[src/rtl/pgsd_pkg.sv]
`default_nettype none
// ---------------------------------------------------------------------------
// pgsd_pkg
// shared types, constants and helpers of the scan and flood detector
// ---------------------------------------------------------------------------
package pgsd_pkg;

    localparam int TRACKER_ENTRIES = 32;
    localparam int TIME_BITS       = 48;
    localparam int IDX_BITS        = (TRACKER_ENTRIES > 1) ? $clog2(TRACKER_ENTRIES) : 1;

    localparam logic [TIME_BITS-1:0] TIME_MAX = '1;

    localparam logic [7:0] PROTO_TCP = 8'd6;
    localparam logic [7:0] PROTO_UDP = 8'd17;
    localparam logic [7:0] FLAG_SYN  = 8'h02;
    localparam logic [7:0] FLAG_ACK  = 8'h10;

    // configuration register indexes
    localparam logic [3:0] CFG_BLOCK_EN   = 4'd0;
    localparam logic [3:0] CFG_SCAN_THR   = 4'd1;
    localparam logic [3:0] CFG_FLOOD_THR  = 4'd2;
    localparam logic [3:0] CFG_WINDOW_LEN = 4'd3;
    localparam logic [3:0] CFG_GRACE_LEN  = 4'd4;
    localparam logic [3:0] CFG_SUBNET     = 4'd5;
    localparam logic [3:0] CFG_MASK       = 4'd6;
    localparam logic [3:0] CFG_GATEWAY    = 4'd7;

    typedef enum logic [1:0] {
        ST_TRACKED   = 2'd0,
        ST_DROPPED   = 2'd1,
        ST_UNTRACKED = 2'd2
    } t_status;

    typedef struct packed {
        logic        block_en;
        logic [15:0] scan_thr;
        logic [15:0] flood_thr;
        logic [31:0] window_len;
        logic [31:0] grace_len;
        logic [31:0] subnet;
        logic [31:0] mask;
        logic [31:0] gateway;
    } t_cfg;

    // classified packet event passed from front to back
    typedef struct packed {
        t_status              status;
        logic                 internal;
        logic                 pure_syn;
        logic                 count_flow;
        logic [31:0]          src;
        logic [31:0]          dst;
        logic [TIME_BITS-1:0] now;
    } t_item;

    function automatic logic [15:0] sat_inc(input logic [15:0] v);
        sat_inc = (&v) ? v : v + 16'd1;
    endfunction

endpackage
`default_nettype wire

[src/rtl/pgsd_front.sv]
`default_nettype none
// ---------------------------------------------------------------------------
// pgsd_front
// accepts packet events, classifies them and queues them for the tracker
// ---------------------------------------------------------------------------
module pgsd_front import pgsd_pkg::*; (
    input  wire logic        i_clk,
    input  wire logic        i_rst_n,
    input  wire t_cfg        i_cfg,
    input  wire logic        i_in_valid,
    output logic             o_in_ready,
    input  wire logic [31:0] i_source_address,
    input  wire logic [31:0] i_dest_address,
    input  wire logic [7:0]  i_protocol_number,
    input  wire logic [7:0]  i_tcp_flag_bits,
    input  wire logic        i_flow_is_new,
    input  wire logic        i_source_blocked,
    input  wire logic [47:0] i_time_us,
    output logic             o_q_valid,
    output t_item            o_q_item,
    input  wire logic        i_q_pop
);

    t_item      r_q [2];
    logic       r_wr;
    logic       r_rd;
    logic [1:0] r_cnt;
    t_item      cls;
    logic       drop;
    logic       untracked;
    logic       pure_syn;
    logic       push;

    // source classification
    always_comb begin
        drop = (i_source_address[7:0] == 8'h7F) || (i_source_address == i_cfg.gateway)
            || (i_source_address == 32'd0) || (&i_source_address) || i_source_blocked;
        untracked = (i_source_address[15:0] == 16'hFEA9) || (i_source_address[7:4] == 4'hE);
        pure_syn = (i_protocol_number == PROTO_TCP) && ((i_tcp_flag_bits & FLAG_SYN) != 8'd0)
            && ((i_tcp_flag_bits & FLAG_ACK) == 8'd0);
        cls.status     = drop ? ST_DROPPED : (untracked ? ST_UNTRACKED : ST_TRACKED);
        cls.internal   = (i_source_address & i_cfg.mask) == i_cfg.subnet;
        cls.pure_syn   = pure_syn;
        cls.count_flow = i_flow_is_new && (pure_syn || (i_protocol_number == PROTO_UDP));
        cls.src        = i_source_address;
        cls.dst        = i_dest_address;
        cls.now        = TIME_BITS'(i_time_us);
    end

    assign o_in_ready = (r_cnt != 2'd2);
    assign push       = i_in_valid && o_in_ready;
    assign o_q_valid  = (r_cnt != 2'd0);
    assign o_q_item   = r_q[r_rd];

    // two-entry queue
    always_ff @(posedge i_clk) begin
        if (!i_rst_n) begin
            r_wr  <= 1'b0;
            r_rd  <= 1'b0;
            r_cnt <= 2'd0;
        end else begin
            if (push) begin
                r_q[r_wr] <= cls;
                r_wr      <= ~r_wr;
            end
            if (i_q_pop) begin
                r_rd <= ~r_rd;
            end
            case ({push, i_q_pop})
                2'b10:   r_cnt <= r_cnt + 2'd1;
                2'b01:   r_cnt <= r_cnt - 2'd1;
                default: r_cnt <= r_cnt;
            endcase
        end
    end

endmodule
`default_nettype wire

[config.mk]
export PLATFORM = sky130hd
export DESIGN_NAME = pgsd_front
export DESIGN_NICKNAME = d
export VERILOG_FILES = /design/src/rtl/pgsd_pkg.sv /design/src/rtl/pgsd_front.sv
export SDC_FILE = /design/constraint.sdc
export NUM_CORES = 1
export LEC_CHECK = 0
export BUFFER_PORTS_ARGS = -buffer_cell sky130_fd_sc_hd__buf_4
export CAP_MARGIN = 5
export CORE_AREA = 4 4 172 174
export DETAILED_ROUTE_END_ITERATION = 12
export DIE_AREA = 0 0 176 178
export GPL_TIMING_DRIVEN = 0
export SLEW_MARGIN = 20
export SYNTH_ARGS = -nofsm -noshare
export SYNTH_HDL_FRONTEND = slang
export SYNTH_SLANG_ARGS = --single-unit
[constraint.sdc]
create_clock -name i_clk -period 13.4 [get_ports i_clk]
set_input_delay 1.34 -clock i_clk [delete_from_list [all_inputs] [get_ports i_clk]]
set_output_delay 1.34 -clock i_clk [all_outputs]
set_load 0.01 [all_outputs]
==> flow_metrics.py <==
metrics = {
    "status": {
        "status": "completed",
    },
    "sta": {
        "layout_min_cycle_time_ns": 3.553,
        "final_hold_viol_count": 0,
        "worst_pin_slew_ns": 0.8387,
        "finalMaxSlewViolations": 0,
        "fmax_ghz": 0.2814,
        "final.hold.worst_slack_ns": 0.5313,
        "skew_ns": 0.01631,
        "setup_violations": 0,
        "layout_worst_path_cycle_share_pct": 26.52,
        "timing.max_slew.rel_slack_pct": 43.57,
        "tns_ns": 0,
        "unrepaired_setup_endpoints_after_global_routing": "no",
        "post-route-worst-setup-slack_ns": 9.847,
    },
    "power": {
        "p_comb_share_pct": 15.5,
        "power.share.clock_pct": 38.4,
        "cellPowerDensity_nw_per_um2": 138.8,
        "pwr-share-seq_pct": 46.1,
        "switching_share_pct": 22.47,
        "irDropWorstVdd_uv": 70.09,
        "overall_power_mw": 1.917,
        "intPower_mw": 1.486,
        "power.net_switching_mw": 0.4307,
        "pleak_nw": 5.201,
    },
    "global_routing": {
        "global_route.overflow_total": 0,
        "wire_length_of_the_first_global_routing_pass_um": 38070,
        "number_of_antenna_violations_at_the_first_check_in_global_routing": 0,
        "track_usage_pct": 15.89,
        "grt_start_max_net_pins": 43,
        "first_global_vias": 6602,
    },
    "finish": {
        "fin_area_um2": 13820,
        "num_antenna_cells": 0,
        "final_util_pct": 49.73,
        "final_common_cell": "sky130_fd_sc_hd__buf_4",
        "number_of_cells_in_the_finished_layout_apart_from_fillers": 1328,
        "area_growth_syn_to_layout_pct": 42.77,
        "layout-drive-gt1-share_pct": 56.21,
        "most-common-layout-cells": "352 x sky130_fd_sc_hd__buf_4, 234 x sky130_fd_sc_hd__edfxtp_1, 117 x sky130_fd_sc_hd__mux2_2",
        "nFillCells": 2499,
        "layout.nets": 1258,
    },
    "clock_network": {
        "cts.hold.buffers_added": 0,
        "cts_buffers": 26,
        "clk-insertion-delay-late_ns": 0.52,
        "cts_tree": "built",
        "cts_repair_resizes": 0,
        "ctsLongestPathBuffers": 3,
        "cts_clk_pin_slew_worst_paths_ns": 0.06,
        "cts.root.buffer_cell": "sky130_fd_sc_hd__clkbuf_16",
        "htreeDepth": 1,
        "cts_setup_buffers": 0,
        "cts_sink_cnt": 239,
    },
    "yosys": {
        "synth.largest_area_cell": "sky130_fd_sc_hd__edfxtp_1",
        "seq_area_frac_synth_pct": 73.65,
        "synth.avg_cell_area_um2": 17.85,
        "yosys-top-cells-area": "sky130_fd_sc_hd__edfxtp_1 73%, sky130_fd_sc_hd__mux2_2 14%, sky130_fd_sc_hd__xnor2_1 6.1%, sky130_fd_sc_hd__nand2_1 1.4%, sky130_fd_sc_hd__nand4_1 1.1%",
        "ys.flop_type": "sky130_fd_sc_hd__edfxtp_1",
        "synth.distinct_cells": 31,
        "syn_nets": 870,
        "synthDominantCellAreaShare_pct": 72.61,
        "synth_warnings": 0,
        "ys_ff_latch": 239,
        "synth_enable_flop_cells": 234,
        "postSynthCellCount": 542,
        "synth_async_sr_flop_share_pct": 0,
        "post_synthesis_instance_area_um2": 9677,
    },
    "placement": {
        "dp.final_hpwl_um": 19730,
        "pre_cts_ws_ns": 9.816,
        "post-place-cells": 1280,
        "place.port_buffers": 342,
        "gp_congestion": 0.8020,
        "placed_cell_area_um2": 12910,
    },
    "worst_setup_path": {
        "criticalPathCategory": "reg -> out",
        "cp.required_ns": 12.06,
        "path_max_fanout": 10,
        "start_kind": "flop",
        "end_kind": "primary output",
        "cp_data_arrival_time_ns": 2.21,
    },
    "floorplanning": {
        "boundaryPins": 446,
        "die_h_um": 178,
        "die_w_um": 176,
        "rows": 61,
        "initial_core_util_pct": 34.83,
        "floorplan.core_area_um2": 27780,
        "total_die_area_um2": 31330,
    },
    "flow_run": {
        "max_cap_violations": 0,
    },
    "worst_hold_path": {
        "min-delay-path-class": "reg -> reg",
    },
    "drt": {
        "drt-vias-per-instance": 4.652,
        "route.vias.total": 6178,
        "detail_route.iter0.violations": 321,
        "total_wirelength_of_the_detailed_routed_design_um": 26010,
        "detail-route-antenna-nets": 0,
        "drt_pre_antenna_iters": 4,
        "drt_drc_violations_left": 0,
        "drt-wirelength-per-cell_um": 19.59,
    },
}
==> synth_stat cells, types with 2 or more instances <==
| cell type | n |
|---|---|
| sky130_fd_sc_hd__nand2_1 | 36 |
| sky130_fd_sc_hd__or4_1 | 2 |
| sky130_fd_sc_hd__nor3_1 | 5 |
| sky130_fd_sc_hd__nand3_1 | 3 |
| sky130_fd_sc_hd__dfxtp_1 | 5 |
| sky130_fd_sc_hd__edfxtp_1 | 234 |
| sky130_fd_sc_hd__nor2_1 | 3 |
| sky130_fd_sc_hd__inv_1 | 2 |
| sky130_fd_sc_hd__nor4_1 | 16 |
| sky130_fd_sc_hd__mux2_2 | 117 |
| sky130_fd_sc_hd__and2_1 | 4 |
| sky130_fd_sc_hd__nand4_1 | 17 |
| sky130_fd_sc_hd__buf_2 | 13 |
| sky130_fd_sc_hd__xnor2_1 | 67 |
| sky130_fd_sc_hd__or3_1 | 2 |
==> layer usage <==
metal  wire, µm  global-route usage (%)  vias up
li1           -                       -     2880
met1       9583                   18.64     2993
met2      13560                   28.72      271
met3       2377                   4.493       34
met4        495                   4.256        0
met5          0                       0        -
==> registers in the layout, indices dropped and copies added (netlist names), named ones only <==
| signal | cells |
|---|---|
| r_cnt | 2 |
| r_q | 234 |
| r_rd | 1 |
| r_wr | 1 |
==> logic make-up (layout without fill, tap and decap cells) <==
| family | after synthesis | count (layout) | share of synthesized area, % |
|---|---|---|---|
| adder cells (fa/ha/maj) | 1 | 1 | 0.1293 |
| XOR/XNOR | 68 | 68 | 6.155 |
| buffers and inverters | 15 | 423 | 0.7499 |
| flip-flops | 239 | 239 | 73.65 |
| multiplexers | 117 | 117 | 13.62 |
| AND/OR/NAND/NOR | 96 | 96 | 5.262 |
| AO/OA/AOI/OAI | 6 | 6 | 0.4396 |
==> layout make-up <==
type	count	area, µm²	share of cell area, %
plain buffers	13	65.06	0.4709
clock buffers	35	714.4	5.171
clock inverters	13	186.4	1.349
inverters	2	7.507	0.05434
multi-input cells	288	2485	17.99
flip-flops and latches	239	7127	51.58
well taps	378	473.0	3.423
repair buffers	360	2758	19.96
==> worst paths after layout <==
path,from,to,slack (ns),cells after the start
hold / removal,r_cnt[1],r_cnt[1],0.53,2
hold reg to reg,r_cnt[1],r_cnt[1],0.53,2
setup reg to reg,r_cnt[0],r_q[0][69],10.68,10
setup / recovery,flop,o_q_item[72],9.85,5
==> worst max-delay path: stages (launching register included) <==
cell and delay (ns):
sky130_fd_sc_hd__dfxtp_1 0.31, sky130_fd_sc_hd__buf_2 0.24, sky130_fd_sc_hd__buf_2 0.30, sky130_fd_sc_hd__buf_2 0.31
sky130_fd_sc_hd__mux2_2 0.38, sky130_fd_sc_hd__buf_4 0.14
==> power by group through the flow <==
stage          sequential [mW]  combinational (mW)  clock [mW]
3_5_place_dp             0.899               0.303           0
4_1_cts                  0.884               0.304       0.758
3_3_place_gp             0.917               0.289           0
5_1_grt                  0.887               0.322       0.791
6_report                 0.883               0.298       0.736
2_1_floorplan            0.908               0.129           0
(Power assumes the default switching activity.)
